`src/hw/rtl/ibfr_pkg.sv`:
```
// Shared types, constants and helpers for the IMU burst frame receiver.
package ibfr_pkg;

    localparam int FRAME_MAX       = 34;
    localparam int NARROW_LEN      = 22;
    localparam int WIDE_LEN        = 34;
    localparam int POS_W           = 6;
    localparam int TEMP_CNT_W      = 7;
    localparam int TEMP_SUM_W      = 23;
    localparam int TEMP_WINDOW_DEF = 100;
    localparam int OUT_DATA_W      = 256;

    typedef logic [FRAME_MAX-1:0][7:0] t_frame;

    typedef enum logic [1:0] {
        STAT_OK  = 2'd0,
        STAT_BAD = 2'd1,
        STAT_DUP = 2'd2
    } t_status;

    typedef struct packed {
        t_status                 status;
        logic                    lost_sample;
        logic [15:0]             sample_counter;
        logic [15:0]             diag_word;
        logic signed [31:0]      rot_x;
        logic signed [31:0]      rot_y;
        logic signed [31:0]      rot_z;
        logic signed [31:0]      lin_x;
        logic signed [31:0]      lin_y;
        logic signed [31:0]      lin_z;
        logic                    temp_ready;
        logic signed [TEMP_SUM_W-1:0] temp_window_sum;
    } t_result;

    // big-endian word starting at byte p
    function automatic logic [15:0] word16(input t_frame f, input int p);
        word16 = {f[p], f[p+1]};
    endfunction

    function automatic logic signed [31:0] neg_sat(input logic signed [31:0] v);
        if (v == 32'sh8000_0000) begin
            neg_sat = 32'sh7fff_ffff;
        end else begin
            neg_sat = -v;
        end
    endfunction

endpackage

```
`src/hw/rtl/imu_burst_frame_receiver_unit.sv`:
```
// Top level of the IMU burst frame receiver: config register, stream ports, result register.
//
//  channel   direction  handshake                    payload
//  s_axis    in         i_s_axis_tvalid/o_s_axis_tready  tdata rx_byte, tuser frame_start
//  m_axis    out        o_m_axis_tvalid/i_m_axis_tready  tdata result fields, tuser status
//  cfg       in         i_cfg_valid/o_cfg_ready          burst_wide
//
// One byte item per cycle while input is not stalled. The last byte of a frame is registered
// with the frame, decoded combinationally, and the result lands in the result register when it is free.
// Synchronous active-low reset; no clearing pass.
// If a decoded frame waits on a full, stalled result register, input stalls until it moves.
module imu_burst_frame_receiver_unit
    import ibfr_pkg::*;
#(
    parameter int TEMP_WINDOW = TEMP_WINDOW_DEF
) (
    input  logic                  i_clk,
    input  logic                  i_rst_n,
    input  logic                  i_s_axis_tvalid,
    output logic                  o_s_axis_tready,
    input  logic [7:0]            i_s_axis_tdata,   // rx_byte
    input  logic                  i_s_axis_tuser,   // frame_start
    output logic                  o_m_axis_tvalid,
    input  logic                  i_m_axis_tready,
    // lost_sample, sample_counter, diag_word, rot_x, rot_y, rot_z,
    // lin_x, lin_y, lin_z, temp_ready, temp_window_sum, zero pad
    output logic [OUT_DATA_W-1:0] o_m_axis_tdata,
    output logic [1:0]            o_m_axis_tuser,   // status
    input  logic                  i_cfg_valid,
    output logic                  o_cfg_ready,
    input  logic                  i_cfg_data        // burst_wide
);

    logic                  r_burst_wide;
    logic                  r_out_valid;
    logic [OUT_DATA_W-1:0] r_out_data;
    logic [1:0]            r_out_user;

    t_frame     frame;
    logic [7:0] sum;
    logic       wide_d;
    logic       done;
    logic       load;
    logic       accept;
    t_result    result;

    assign load            = done && (!r_out_valid || i_m_axis_tready);
    assign o_s_axis_tready = !done || load;
    assign accept          = i_s_axis_tvalid && o_s_axis_tready;
    assign o_cfg_ready     = 1'b1;

    ibfr_assembler u_asm (
        .i_clk    (i_clk),
        .i_rst_n  (i_rst_n),
        .i_accept (accept),
        .i_byte   (i_s_axis_tdata),
        .i_start  (i_s_axis_tuser),
        .i_wide   (r_burst_wide),
        .i_load   (load),
        .o_frame  (frame),
        .o_sum    (sum),
        .o_wide   (wide_d),
        .o_done   (done)
    );

    ibfr_decoder #(
        .TEMP_WINDOW (TEMP_WINDOW)
    ) u_dec (
        .i_clk    (i_clk),
        .i_rst_n  (i_rst_n),
        .i_load   (load),
        .i_frame  (frame),
        .i_sum    (sum),
        .i_wide   (wide_d),
        .o_result (result)
    );

    always_ff @(posedge i_clk) begin
        if (!i_rst_n) begin
            r_burst_wide <= 1'b0;
            r_out_valid  <= 1'b0;
        end else begin
            if (i_cfg_valid) begin
                r_burst_wide <= i_cfg_data;
            end
            if (load) begin
                r_out_valid <= 1'b1;
            end else if (i_m_axis_tready) begin
                r_out_valid <= 1'b0;
            end
        end
    end

    always_ff @(posedge i_clk) begin
        if (load) begin
            r_out_user <= result.status;
            r_out_data <= {7'd0, result.temp_window_sum, result.temp_ready,
                           result.lin_z, result.lin_y, result.lin_x,
                           result.rot_z, result.rot_y, result.rot_x,
                           result.diag_word, result.sample_counter, result.lost_sample};
        end
    end

    assign o_m_axis_tvalid = r_out_valid;
    assign o_m_axis_tdata  = r_out_data;
    assign o_m_axis_tuser  = r_out_user;

endmodule

```
`src/hw/rtl/ibfr_assembler.sv`:
```
// Byte capture, position tracking and running checksum for one frame.
module ibfr_assembler
    import ibfr_pkg::*;
(
    input  logic        i_clk,
    input  logic        i_rst_n,
    input  logic        i_accept,
    input  logic [7:0]  i_byte,
    input  logic        i_start,
    input  logic        i_wide,
    input  logic        i_load,
    output t_frame      o_frame,
    output logic [7:0]  o_sum,
    output logic        o_wide,
    output logic        o_done
);

    logic [POS_W-1:0] r_pos, n_pos;
    logic [7:0]       r_sum, n_sum;
    logic             r_done;
    logic             r_wide;
    t_frame           r_bytes;

    logic [POS_W-1:0] pos;
    logic [POS_W-1:0] len;
    logic [7:0]       sum_base;
    logic             complete;

    always_comb begin
        pos = i_start ? '0 : r_pos;
        if (pos > POS_W'(FRAME_MAX - 1)) begin
            pos = POS_W'(FRAME_MAX - 1);
        end
        len      = i_wide ? POS_W'(WIDE_LEN) : POS_W'(NARROW_LEN);
        sum_base = (pos == '0) ? 8'd0 : r_sum;
        n_sum    = sum_base;
        if (pos >= POS_W'(2) && pos < len - POS_W'(2)) begin
            n_sum = sum_base + i_byte;
        end
        complete = (pos >= len - POS_W'(1));
        n_pos    = complete ? '0 : pos + POS_W'(1);
    end

    always_ff @(posedge i_clk) begin
        if (!i_rst_n) begin
            r_pos  <= '0;
            r_sum  <= '0;
            r_done <= 1'b0;
            r_wide <= 1'b0;
        end else begin
            if (i_load) begin
                r_done <= 1'b0;
            end
            if (i_accept) begin
                r_pos <= n_pos;
                r_sum <= n_sum;
                if (complete) begin
                    r_done <= 1'b1;
                    r_wide <= i_wide;
                end
            end
        end
    end

    always_ff @(posedge i_clk) begin
        if (i_accept) begin
            r_bytes[pos] <= i_byte;
        end
    end

    assign o_frame = r_bytes;
    assign o_sum   = r_sum;
    assign o_wide  = r_wide;
    assign o_done  = r_done;

endmodule

```
`src/hw/rtl/ibfr_decoder.sv`:
```
// Frame decode: duplicate and checksum tests, axes, counter and temperature window.
module ibfr_decoder
    import ibfr_pkg::*;
#(
    parameter int TEMP_WINDOW = TEMP_WINDOW_DEF
) (
    input  logic       i_clk,
    input  logic       i_rst_n,
    input  logic       i_load,
    input  t_frame     i_frame,
    input  logic [7:0] i_sum,
    input  logic       i_wide,
    output t_result    o_result
);

    logic [15:0]                  r_prev;
    logic                         r_seen;
    logic signed [TEMP_SUM_W-1:0] r_acc, n_acc;
    logic [TEMP_CNT_W-1:0]        r_cnt, n_cnt;

    logic [15:0]                  counter;
    logic [15:0]                  temp_raw;
    logic [7:0]                   check;
    logic                         hit;
    logic signed [31:0]           axis [6];
    logic [15:0]                  w;

    always_comb begin
        counter  = i_wide ? word16(i_frame, WIDE_LEN - 4) : word16(i_frame, NARROW_LEN - 4);
        temp_raw = i_wide ? word16(i_frame, WIDE_LEN - 6) : word16(i_frame, NARROW_LEN - 6);
        check    = i_wide ? i_frame[WIDE_LEN-1] : i_frame[NARROW_LEN-1];
        w        = '0;

        for (int k = 0; k < 6; k++) begin
            if (i_wide) begin
                axis[k] = {word16(i_frame, 4 + 4*k + 2), word16(i_frame, 4 + 4*k)};
                if (k != 0 && k != 3) begin
                    axis[k] = neg_sat(axis[k]);
                end
            end else begin
                w       = word16(i_frame, 4 + 2*k);
                axis[k] = {{16{w[15]}}, w};
            end
        end

        n_acc = r_acc + {{(TEMP_SUM_W-16){temp_raw[15]}}, temp_raw};
        n_cnt = r_cnt + TEMP_CNT_W'(1);
        hit   = (n_cnt == TEMP_CNT_W'(TEMP_WINDOW));

        o_result                 = '0;
        o_result.sample_counter  = counter;
        o_result.diag_word       = word16(i_frame, 2);
        if (counter == r_prev) begin
            o_result.status = STAT_DUP;
        end else if (check != i_sum) begin
            o_result.status = STAT_BAD;
        end else begin
            o_result.status          = STAT_OK;
            o_result.lost_sample     = r_seen && (r_prev + 16'd1 != counter);
            o_result.rot_x           = axis[0];
            o_result.rot_y           = axis[1];
            o_result.rot_z           = axis[2];
            o_result.lin_x           = axis[3];
            o_result.lin_y           = axis[4];
            o_result.lin_z           = axis[5];
            o_result.temp_ready      = hit;
            o_result.temp_window_sum = hit ? n_acc : '0;
        end
    end

    always_ff @(posedge i_clk) begin
        if (!i_rst_n) begin
            r_prev <= '0;
            r_seen <= 1'b0;
            r_acc  <= '0;
            r_cnt  <= '0;
        end else if (i_load && o_result.status == STAT_OK) begin
            r_prev <= counter;
            r_seen <= 1'b1;
            if (hit) begin
                r_acc <= '0;
                r_cnt <= '0;
            end else begin
                r_acc <= n_acc;
                r_cnt <= n_cnt;
            end
        end
    end

endmodule
```
`config.mk`:
```
export PLATFORM = sky130hd
export DESIGN_NAME = imu_burst_frame_receiver_unit
export DESIGN_NICKNAME = d
export VERILOG_FILES = /design/src/hw/rtl/ibfr_pkg.sv /design/src/hw/rtl/imu_burst_frame_receiver_unit.sv /design/src/hw/rtl/ibfr_assembler.sv /design/src/hw/rtl/ibfr_decoder.sv
export SDC_FILE = /design/constraint.sdc
export NUM_CORES = 1
export LEC_CHECK = 0
export BUFFER_PORTS_ARGS = -buffer_cell sky130_fd_sc_hd__buf_4
export CAP_MARGIN = 10
export CORE_MARGIN = 2
export CORE_UTILIZATION = 50
export CTS_CLUSTER_SIZE = 12
export DETAILED_ROUTE_END_ITERATION = 12
export MAX_ROUTING_LAYER = met4
export PLACE_DENSITY = 0.7
export SYNTH_ARGS = -nofsm -noshare
export SYNTH_HDL_FRONTEND = slang
export SYNTH_HIERARCHICAL = 1
export SYNTH_SLANG_ARGS = --single-unit
```
`constraint.sdc`:
```
create_clock -name i_clk -period 17.8 [get_ports i_clk]
set_input_delay 2.67 -clock i_clk [delete_from_list [all_inputs] [get_ports i_clk]]
set_output_delay 2.67 -clock i_clk [all_outputs]
set_load 0.01 [all_outputs]
```
Yosys cells after proc, flatten, opt, wreduce, memory -nomap -nowiden

Cells that the tools add are included.

Equal/unequal tests: 8
$lt $le $gt $ge: 6
Bitwise gates (word level): 1
Multiplexer cells: 31
$add $sub $neg: 11
Reduce and logical (&&, ||, !) cells: 16

Operators by type and width:

| kind                                                                  | number |
|---|---|
| 32-bit two-way mux                                                    | 10 |
| 272-bit bitwise mux                                                   | 1 |
| 32-bit == test, second input constant                                 | 4 |
| 32-bit negator                                                        | 4 |
| 8-bit demux with 6-bit select                                         | 1 |
| 16-bit two-way mux                                                    | 2 |
| 8-bit two-way mux                                                     | 4 |
| 6-bit two-way mux                                                     | 4 |
| 23-bit adder                                                          | 1 |
| 23-bit two-way mux                                                    | 1 |
| 16-bit by 1-bit adder with 16-bit output, second input constant       | 1 |
| 16-bit == test                                                        | 1 |
| 16-bit inequality test                                                | 1 |
| 8-bit adder                                                           | 1 |
| 8-bit inequality test                                                 | 1 |
| 7-bit by 1-bit adder with 7-bit output, second input constant         | 1 |
| 7-bit == test, second input constant                                  | 1 |
| 6-bit by 7-bit < comparator with 1-bit output, second input constant  | 1 |
| 7-bit two-way mux                                                     | 1 |
| 6-bit by 1-bit adder with 6-bit output, second input constant         | 1 |
| 6-bit by 1-bit >= comparator with 1-bit output, second input constant | 1 |
| 6-bit by 2-bit >= comparator with 1-bit output, second input constant | 1 |
| 6-bit >= comparator                                                   | 1 |
| 6-bit > comparator, second input constant                             | 1 |
| 15 further kinds                                                      | 27 |

Word-level logic and storage cells: 121
Bits in registers: 588
Input bits: 15

Logic depth before layout (Yosys ltp)

Gate-level depths: netlist of run 1.

Word-level depth: 8
Depth in mapped cells: 17

Hierarchy

The synthesis of run 1 kept the hierarchy.

By module, submodules not included:

| module                        | times used | cells each | area each (µm²) |
|---|---|---|---|
| ibfr_assembler                | 1          | 481        | 9,713.1 |
| ibfr_decoder                  | 1          | 1,289      | 8,760.9 |
| imu_burst_frame_receiver_unit | 1          | 270        | 7,699.9 |

Least setup slack after synthesis of run 1

No wires, ideal clock.

Kind: input to register
Start point: in i_m_axis_tready
End point: reg u_dec.r_acc[21]
Cell stages on the path: 5
Slack: 1,824 ps
Required time: 17,694 ps
Path buffers: 0
Setup time: 106 ps
Arrival: 15,870 ps
Cells stage by stage: nor2b_4 -> nor2b_1 -> o211ai_1 -> or4_1 -> o311ai_0

Word-level cells in the longest chain between the ends: 3

Ends and longest elaborated chain:

| element              | RTL line                            | RTL |
|---|---|---|
| from (decl)          | imu_burst_frame_receiver_unit.sv:24 | `input logic i_m_axis_tready,` |
| 1-bit logical OR     | imu_burst_frame_receiver_unit.sv:47 | `assign load = done && (!r_out_valid \|\| i_m_axis_tready);` |
| 1-bit logical AND    | imu_burst_frame_receiver_unit.sv:47 |  |
| named net load       | imu_burst_frame_receiver_unit.sv:43 | `logic load;` |
| 1-bit logical AND    | ibfr_decoder.sv:77                  | `end else if (i_load && o_result.status == STAT_OK) begin` |
| to (signal assigned) | ibfr_decoder.sv:84                  | `r_acc <= n_acc;` |
| to (decl)            | ibfr_decoder.sv:18                  | `logic signed [TEMP_SUM_W-1:0] r_acc, n_acc;` |

The timed path passes the listed nets, and every way through them passes these cells.
A chain may end at the register's enable or synchronous reset.

Worst setup path in the final report of run 1

Start point: in i_m_axis_tready
End point: out o_s_axis_tready

Word-level cells in the longest chain between the ends: 3

Ends and longest elaborated chain:

| element           | RTL line                            | RTL |
|---|---|---|
| 1-bit logical OR  | imu_burst_frame_receiver_unit.sv:47 |  |
| 1-bit logical AND | imu_burst_frame_receiver_unit.sv:47 |  |
| 1-bit logical OR  | imu_burst_frame_receiver_unit.sv:48 | `assign o_s_axis_tready = !done \|\| load;` |
| to (decl)         | imu_burst_frame_receiver_unit.sv:20 | `output logic o_s_axis_tready,` |

No other way between the ends.

==> results of run 1 <==
## sequential cells by signal (all words and copies together) (netlist names)
| register | flops |
|---|---|
| o_m_axis_tdata | 249 |
| o_m_axis_tuser | 2 |
| o_m_axis_tvalid | 1 |
| r_burst_wide | 1 |
| u_asm/o_done | 1 |
| u_asm/o_frame | 248 |
| u_asm/o_sum | 8 |
| u_asm/o_wide | 1 |
| u_asm/r_pos | 6 |
| u_dec/r_acc | 23 |
| u_dec/r_cnt | 7 |
| u_dec/r_prev | 16 |
| u_dec/r_seen | 1 |
## worst paths after layout
path | endpoint | slack, ps | cells past startpoint
max | o_s_axis_tready | 11970 | 4
min | o_m_axis_tdata[24] | 410 | 0
max reg2reg | o_m_axis_tdata[243] | 12890 | 10
min reg2reg | o_m_axis_tdata[24] | 410 | 0
## worst reg2reg max path, cell delays in order, from the launching register on
cell	delay (ps)
sky130_fd_sc_hd__dfxtp_4	630
sky130_fd_sc_hd__buf_12	530
sky130_fd_sc_hd__mux2_2	550
sky130_fd_sc_hd__ha_1	300
sky130_fd_sc_hd__a211oi_1	320
sky130_fd_sc_hd__o21ai_0	200
sky130_fd_sc_hd__a2111oi_0	880
sky130_fd_sc_hd__o31ai_1	370
sky130_fd_sc_hd__a21boi_0	570
sky130_fd_sc_hd__xor2_1	230
sky130_fd_sc_hd__nor2_1	60
## final cells by class
class	count	share of cell area [%]
well taps	672	2.83
clock inverters	15	0.590
inverters	37	0.468
repair buffers	281	7.19
multi-input cells	1298	28.5
clock buffers	90	5.53
flip-flops and latches	564	54.9
## per-layer routing
metal	share of wire, %	up-vias	global-route usage, %	routed length [µm]
met4	2.1	0	6.76	1320
met3	6.5	96	3.03	4140
met1	45	8262	34.2	28500
met2	47	657	37.7	29800
met5	0	-	-	0
li1	-	7920	-	-
## through the flow
step | area (µm²) | util [%] | setup WS [ps] | hold WS (ps) | total power [mW]
after floorplan | 25500 | - | 1820 | 436 | 1.47
after global placement | 27900 | 55.5 | 11980 | 402 | 1.49
after detailed placement | 27900 | 55.5 | 11970 | 405 | 1.49
after CTS | 29700 | 59.2 | 11960 | 413 | 2.65
after global routing | 29700 | 59.2 | 11930 | 412 | 2.71
final | 29700 | 59.2 | 11970 | 408 | 2.63
## power groups by stage
stage          registers (mW)  logic (mW)  clock network (mW)
2_1_floorplan            1.46      0.0144                   0
3_3_place_gp             1.46      0.0344                   0
3_5_place_dp             1.46      0.0353                   0
4_1_cts                  1.43      0.0354                1.19
5_1_grt                  1.43      0.0375                1.24
6_report                 1.43      0.0349                1.16
==> impl_metrics.csv, run 1 <==
group,metric,value,unit
layout,final_common_cell,"sky130_fd_sc_hd__edfxtp_1",
sta,setup_viol,0,
placement,portBuffers,267,
power_and_ir_drop,pwr-share-seq,54.4,%
setup_path,crit_buf_inv,2,
layout,regArea,0.0163,mm²
layout,final_cell_count_without_fillers,2957,
placement,placed_cells_incl_taps,2851,
die,placeableCoreArea,0.0502,mm²
global_route,gr_ovfl_total,0,
setup_path,cp.required,15130,ps
global_route,first_global_vias,16048,
setup_path,critPathMostFrequentCell,"sky130_fd_sc_hd__buf_4",
cts,postCtsSetupRepairBufs,0,
placement,globalplace.congestion,0.886,
route,avg_wl_per_cell,21.6,µm
yosys,syn_area_per_cell,12.6,µm²
setup_path,critical_path_peak_fanout,4,
layout,multi_input_area,0.00846,mm²
cts,cts_repair_resize_count,0,
power_and_ir_drop,net-switching-power,0.517,mW
setup_path,worst_ep_arrival_time,3160,ps
sta,timing.max_slew.rel_slack,21.0,%
setup_path,worst_reg2reg_path_startpoint,"u_asm/o_wide",
layout,drive_gt1_share,19.8,%
sta,fmaxAchievable,171,MHz
sta,fin_skew,19.4,ps
job,cap_viol_max_count,0,
cts,cts_tree,"yes",
die,placement_rows,82,
die,dieWidth,230,µm
sta,totalNegativeSetupSlack,0,ps
setup_path,cp_cell_sequence,"buf_4, nor2b_4, nand2_1, buf_4",
global_route,wire_length_of_the_first_global_routing_pass,95900,µm
route,drt_pre_antenna_iters,5,
die,overall_die_area,0.0527,mm²
global_route,grt_start_max_net_pins,164,
sta,finalCritPeriodShare,32.8,%
worst_hold_path,worst_hold_startpoint,"u_asm/o_frame[31]",
sta,worstMarginPinSlew,1180,ps
die,initial_util,50.7,%
power_and_ir_drop,clkPwrFrac,44.3,%
cts,cts-buffers-inserted,58,
power_and_ir_drop,power-per-cell-area,88.6,mW/mm²
yosys,syn_inst,2013,
placement,post-dp-hpwl,42000,µm
layout,nNetsFinal,2301,
sta,fin_crit,5830,ps
power_and_ir_drop,sw_frac_of_total,19.7,%
global_route,groute.usage.overall,24.4,%
yosys,synth.cell_area,0.0254,mm²
setup_path,cp_top_family,"buffers and inverters",
setup_path,crit_path_start_kind,"primary input",
cts,cts-root-buf,"sky130_fd_sc_hd__clkbuf_16",
route,route.vias.total,16935,
route,drt-total-wl,63800,µm
setup_path,critical_path.max_stage_delay,150,ps
cts,clkSlewWorstSetupHoldPaths,60,ps
sta,timing_max_transition_violations_final,0,
route,detail_route.vias_per_cell,5.73,
setup_path,worstSetupStartpoint,"i_m_axis_tready",
route,final_antenna_net_count,0,
run_status,outcome,"finished, final reports clean",
setup_path,critical-path-slowest-cell,"sky130_fd_sc_hd__nor2b_4",
worst_hold_path,hold_path.class,"register to register",
cts,ctsLongestPathBuffers,3,
cts,postCtsHoldBufs,0,
sta,unrepaired_setup_endpoints_after_global_routing,"false",
cts,clk_latency,620,ps
route,drtIter0Drc,1656,
power_and_ir_drop,power_frac_comb,1.3,%
power_and_ir_drop,cell_internal_pwr,2.11,mW
layout,n_diodes,0,
yosys,synth.yosys.warnings,6,
layout,fillerInstances,4003,
setup_path,criticalPathCategory,"primary input to output pin",
die,die_h,230,µm
layout,synthToLayoutAreaGrowth,16.7,%
setup_path,worstSetupEndpointType,"output pin",
route,drc,0,
cts,cts.htree.levels,2,
power_and_ir_drop,p_leak,10.8,nW
layout,mostFrequentLayoutCells,"499 x sky130_fd_sc_hd__edfxtp_1, 279 x sky130_fd_sc_hd__buf_4, 215 x sky130_fd_sc_hd__nor2_1",
power_and_ir_drop,vdd.ir_drop.worst,0.0745,mV
sta,hold_viol_final,0,
die,io_pins,276,
global_route,grt_antenna_before_repair,0,
cts,numClockSinks,564,
Power figures use the tool's default switching activity.
==> run 2, diff against run 1 <==
- PLACE_DENSITY: 0.7 -> 0.72
- clock period: 17.8 -> 5.19 ns (I/O delays scaled with it)
==> run 2 against run 1 <==
  * Combinational power increased to 3.5 times the previous value
  * Clock power increased to 3.5 times the previous value
  * Worst setup slack got worse by 11000 ps
  * Cell count unchanged
  * Worst hold slack improved by 10 ps
  * Sequential power increased to 3.4 times the previous value
  * Global-route usage increased by 0.68 points
  * Largest cell class unchanged
  * Routed wire length increased by 2.5%
==> impl_metrics.csv, run 2 (same netlist as run 1, synthesis figures left out) <==
group,metric,value,unit
run_status,outcome,"finished, final reports clean",
layout,fillerInstances,3946,
setup_path,crit_path_start_kind,"register",
route,drtIter0Drc,1615,
die,die_h,230,µm
setup_path,worstSetupEndpointType,"register",
cts,numClockSinks,564,
layout,largest_reg_flops,249,
die,overall_die_area,0.0527,mm²
placement,portBuffers,267,
sta,worstMarginPinSlew,1270,ps
cts,clk_latency,630,ps
die,dieWidth,230,µm
route,drc,0,
global_route,groute.usage.overall,25.1,%
cts,cts-buffers-inserted,58,
cts,postCtsHoldBufs,0,
setup_path,worst_ep_arrival_time,4520,ps
cts,postCtsSetupRepairBufs,0,
global_route,gr_ovfl_total,0,
layout,n_diodes,0,
layout,fin_area,0.0297,mm²
sta,timing_max_transition_violations_final,0,
layout,final_util,59.3,%
power_and_ir_drop,p_leak,10.9,nW
power_and_ir_drop,fin_total_pwr,9.05,mW
cts,ctsLongestPathBuffers,3,
sta,unrepaired_setup_endpoints_after_global_routing,"false",
cts,cts-root-buf,"sky130_fd_sc_hd__clkbuf_16",
setup_path,cp.required,5560,ps
power_and_ir_drop,power-per-cell-area,304,mW/mm²
placement,globalplace.congestion,0.920,
layout,mostFrequentLayoutCells,"499 x sky130_fd_sc_hd__edfxtp_1, 279 x sky130_fd_sc_hd__buf_4, 214 x sky130_fd_sc_hd__nor2_1",
sta,totalNegativeSetupSlack,0,ps
sta,hold_viol_final,0,
layout,final_common_cell,"sky130_fd_sc_hd__edfxtp_1",
route,route.vias.total,17023,
cts,cts_tree,"yes",
route,drt_pre_antenna_iters,5,
sta,fin_skew,21.7,ps
job,cap_viol_max_count,0,
die,placeableCoreArea,0.0502,mm²
route,final_antenna_net_count,0,
power_and_ir_drop,vdd.ir_drop.worst,0.268,mV
layout,drive_gt1_share,20.1,%
global_route,wire_length_of_the_first_global_routing_pass,98200,µm
sta,timing.max_slew.rel_slack,15.3,%
cts,cts_repair_resize_count,0,
layout,synthToLayoutAreaGrowth,16.9,%
layout,nNetsFinal,2304,
global_route,first_global_vias,16308,
setup_path,criticalPathCategory,"register to register",
sta,fin_crit,4150,ps
setup_path,critical_path_peak_fanout,44,
worst_hold_path,hold_path.class,"register to register",
global_route,grt_antenna_before_repair,0,
die,io_pins,276,
sta,finalCritPeriodShare,79.9,%
cts,clkSlewWorstSetupHoldPaths,60,ps
route,detail_route.vias_per_cell,5.76,
placement,post-dp-hpwl,43600,µm
sta,fmaxAchievable,241,MHz
cts,cts.htree.levels,2,
die,initial_util,50.7,%
route,avg_wl_per_cell,22.1,µm
sta,setup_viol,0,
die,placement_rows,82,
global_route,grt_start_max_net_pins,188,
placement,detailed_place.area,0.0279,mm²
route,drt-total-wl,65400,µm
-- run 2: changes by cell type in the layout (fill, tap and decap cells not counted), moves of 2 or more --
cell	change
sky130_fd_sc_hd__o21ai_1	+3
sky130_fd_sc_hd__buf_12	+2
sky130_fd_sc_hd__a211oi_1	-2
sky130_fd_sc_hd__clkinvlp_4	-3
sky130_fd_sc_hd__clkinv_2	+4
sky130_fd_sc_hd__o21ai_0	-3
sky130_fd_sc_hd__clkinv_1	+2
sky130_fd_sc_hd__clkbuf_1	-6
sky130_fd_sc_hd__a211oi_2	+2
-- run 2: area by class of cell --
cell class,instances,area [µm²],area share [%]
sequential,564,16300,54.8
multi-input combinational,1298,8480,28.5
timing repair buffer,284,2180,7.34
clock buffer,83,1610,5.40
tap,672,841,2.83
clock inverter,19,210,0.707
inverter,37,139,0.467
-- run 2: worst paths after layout --
check	start	to	slack (ps)	cells past startpoint
hold / removal	u_asm/o_frame[30]	o_m_axis_tdata[23]	420	0
setup / recovery	u_asm/o_wide	o_m_axis_tdata[242]	1040	9
setup reg to reg	u_asm/o_wide	o_m_axis_tdata[242]	1040	9
hold reg to reg	u_asm/o_frame[30]	o_m_axis_tdata[23]	420	0
-- run 2: worst max-delay path: stages, from the launching register on --
cell                      delay [ps]
sky130_fd_sc_hd__dfxtp_4         760
sky130_fd_sc_hd__buf_4           380
sky130_fd_sc_hd__mux2_2          450
sky130_fd_sc_hd__xnor2_1         160
sky130_fd_sc_hd__nor4_1          350
sky130_fd_sc_hd__nand2_1         230
sky130_fd_sc_hd__o21a_2          550
sky130_fd_sc_hd__nand2_1         700
sky130_fd_sc_hd__inv_1           120
sky130_fd_sc_hd__and3_1          170
-- run 2: where the power goes --
part / leakage, nW / switching [mW] / internal [mW]
Combinational: 4.54 / 0.0971 / 0.0254
Clock: 0.887 / 1.68 / 2.34
Sequential: 5.45 / 0.00453 / 4.90
Total: 10.9 / 1.78 / 7.27
-- run 2: metrics by stage --
step	setup slack [ps]	hold WS, ps	cells
2_1_floorplan	-521	436	2019
3_3_place_gp	1160	402	2854
3_5_place_dp	958	405	2854
4_1_cts	943	418	2956
5_1_grt	789	431	2957
6_report	1040	418	2957
-- run 2: layer usage --
metal  part of all wire (%)  global-route usage [%]
met1                     43                    34.1
met2                     48                    39.6
met3                    6.4                    3.72
met4                    2.3                    6.84
met5                      0                       -
==> run 3, diff against run 2 <==
- clock period: 5.19 -> 3.5 ns (I/O delays scaled with it)
==> run 3 against run 2 <==
  * First-iteration DRC count rose by 5.9%
  * Core utilization rose by 1.2 points
  * Total power rose by 46%
  * Largest power group unchanged
  * Largest cell class unchanged
  * Worst setup slack got worse by 890 ps
  * Critical path depth rose by 7
  * Sequential share of layout area fell by 1.1 points
==> impl_metrics.csv, run 3 (same netlist as run 1, synthesis figures left out) <==
group,metric,value,unit
placement,detailed_place.area,0.0285,mm²
worst_hold_path,min_delay_worst_endpoint,"r_burst_wide",
global_route,grt_start_max_net_pins,186,
die,die_h,230,µm
sta,setup_viol,0,
die,placeableCoreArea,0.0502,mm²
cts,ctsLongestPathBuffers,3,
cts,postCtsHoldBufs,0,
power_and_ir_drop,p_leak,11.2,nW
cts,cts-root-buf,"sky130_fd_sc_hd__clkbuf_16",
cts,clkSlewWorstSetupHoldPaths,60,ps
setup_path,r2r_slack,150,ps
sta,timing.max_slew.rel_slack,25.0,%
placement,portBuffers,267,
power_and_ir_drop,clkPwrFrac,43.3,%
layout,largest_reg_flops,249,
layout,nNetsFinal,2376,
layout,n_diodes,0,
placement,post-dp-hpwl,44900,µm
placement,placed_cells_incl_taps,2923,
die,placement_rows,82,
worst_hold_path,worst_hold_startpoint,"i_cfg_data",
placement,globalplace.congestion,0.924,
power_and_ir_drop,vdd.ir_drop.worst,0.377,mV
sta,fmaxAchievable,299,MHz
die,overall_die_area,0.0527,mm²
die,dieWidth,230,µm
layout,final_common_cell,"sky130_fd_sc_hd__edfxtp_1",
sta,timing_max_transition_violations_final,0,
route,final_antenna_net_count,0,
global_route,groute.usage.overall,25.7,%
sta,finalCritPeriodShare,95.6,%
power_and_ir_drop,cell_internal_pwr,10.5,mW
setup_path,worstReg2RegEnd,"u_asm/o_sum[6]",
cts,clk_latency,620,ps
layout,mostFrequentLayoutCells,"499 x sky130_fd_sc_hd__edfxtp_1, 343 x sky130_fd_sc_hd__buf_4, 213 x sky130_fd_sc_hd__nor2_1",
global_route,wire_length_of_the_first_global_routing_pass,101000,µm
setup_path,cp.required,3990,ps
power_and_ir_drop,sw_frac_of_total,20.0,%
sta,totalNegativeSetupSlack,0,ps
setup_path,crit_path_start_kind,"register",
route,detail_route.vias_per_cell,5.79,
global_route,gr_ovfl_total,0,
route,drt_pre_antenna_iters,6,
power_and_ir_drop,pwr-share-seq,55.2,%
run_status,outcome,"finished, final reports clean",
power_and_ir_drop,net-switching-power,2.63,mW
cts,numClockSinks,564,
route,route.vias.total,17539,
sta,fin_skew,28.2,ps
setup_path,worst_reg2reg_path_startpoint,"u_asm/r_pos[1]",
worst_hold_path,hold_path.class,"primary input to register",
layout,final_cell_count_without_fillers,3028,
setup_path,worstRegToRegCells,16,
power_and_ir_drop,power_frac_comb,1.5,%
cts,cts-buffers-inserted,58,
cts,cts_tree,"yes",
sta,worstMarginPinSlew,1120,ps
die,io_pins,276,
setup_path,criticalPathCategory,"register to register",
setup_path,worstSetupStartpoint,"u_asm/r_pos[1]",
setup_path,worst_ep_arrival_time,3840,ps
worst_hold_path,hold-path-cell-count,3,
sta,fin_crit,3350,ps
route,avg_wl_per_cell,22.1,µm
global_route,grt_antenna_before_repair,0,
global_route,first_global_vias,17012,
sta,hold_viol_final,0,
route,drt-total-wl,67100,µm
route,drc,0,
layout,synthToLayoutAreaGrowth,19.3,%
setup_path,worstSetupEndpointType,"register",
layout,fin_area,0.0303,mm²
layout,drive_gt1_share,22.9,%
route,drtIter0Drc,1710,
cts,cts.htree.levels,2,
die,initial_util,50.7,%
job,cap_viol_max_count,0,
power_and_ir_drop,power-per-cell-area,434,mW/mm²
setup_path,critical_path_peak_fanout,6,
run 3: what timing repair did:
action	CTS	global route
endpoints found under the setup margin	0	9
gates resized for setup	0	8
buffers inserted	0	4
run 3: worst max path at each step:
stage	end	cells after the start	slack, ps
after CTS	u_asm/o_sum[6]	16	20
final	u_asm/o_sum[6]	16	150
after floorplan	u_dec/r_acc[14]	6	-1960
after global placement	u_dec/r_acc[21]	9	170
after detailed placement	u_asm/o_sum[6]	16	30
after global routing	u_asm/o_sum[6]	16	-20
run 3: final cells by class:
type | instances | area [µm²]
fillers | 3876 | 19800
flip-flops and latches | 564 | 16300
multi-input cells | 1298 | 8510
repair buffers | 356 | 2830
clock buffers | 84 | 1600
well taps | 672 | 841
inverters | 37 | 139
clock inverters | 17 | 135
run 3: layer usage:
metal	wire length [µm]	vias up	track usage, %
li1	-	8077	-
met4	2110	0	9.35
met5	0	-	-
met2	31800	736	40.1
met3	4320	131	3.10
met1	28800	8595	34.8
run 3: power by group through the flow:
stage               Clock, mW  Combinational, mW  Sequential [mW]
detailed placement          0              0.190             7.42
CTS                      5.82              0.190             7.28
global placement            0              0.187             7.42
global route             6.07              0.205             7.27
floorplan                   0             0.0735             7.42
finish                   5.70              0.193             7.28
run 3: metrics by stage:
stage	utilization [%]	setup WS [ps]	total power [mW]	hold WS [ps]
floorplan	-	-1960	7.49	436
global placement	56.9	166	7.61	402
detailed placement	56.9	30.3	7.61	405
CTS	60.3	20.1	13.3	139
global route	60.5	-15.7	13.5	174
finish	60.5	155	13.2	174
run 3: worst max-delay path: stages, from the launching register on:
cell and delay, ps:
sky130_fd_sc_hd__dfxtp_1 320, sky130_fd_sc_hd__or4_4 550, sky130_fd_sc_hd__a21oi_2 150, sky130_fd_sc_hd__nor2_2 80, sky130_fd_sc_hd__inv_2 70, sky130_fd_sc_hd__ha_1 160, sky130_fd_sc_hd__o21ai_2 90, sky130_fd_sc_hd__and2_1 190
sky130_fd_sc_hd__ha_1 190, sky130_fd_sc_hd__inv_1 90, sky130_fd_sc_hd__fa_2 210, sky130_fd_sc_hd__nor2b_1 50, sky130_fd_sc_hd__o21a_1 180, sky130_fd_sc_hd__o21a_1 190, sky130_fd_sc_hd__o21a_1 180, sky130_fd_sc_hd__or3_1 300
sky130_fd_sc_hd__a41o_1 210
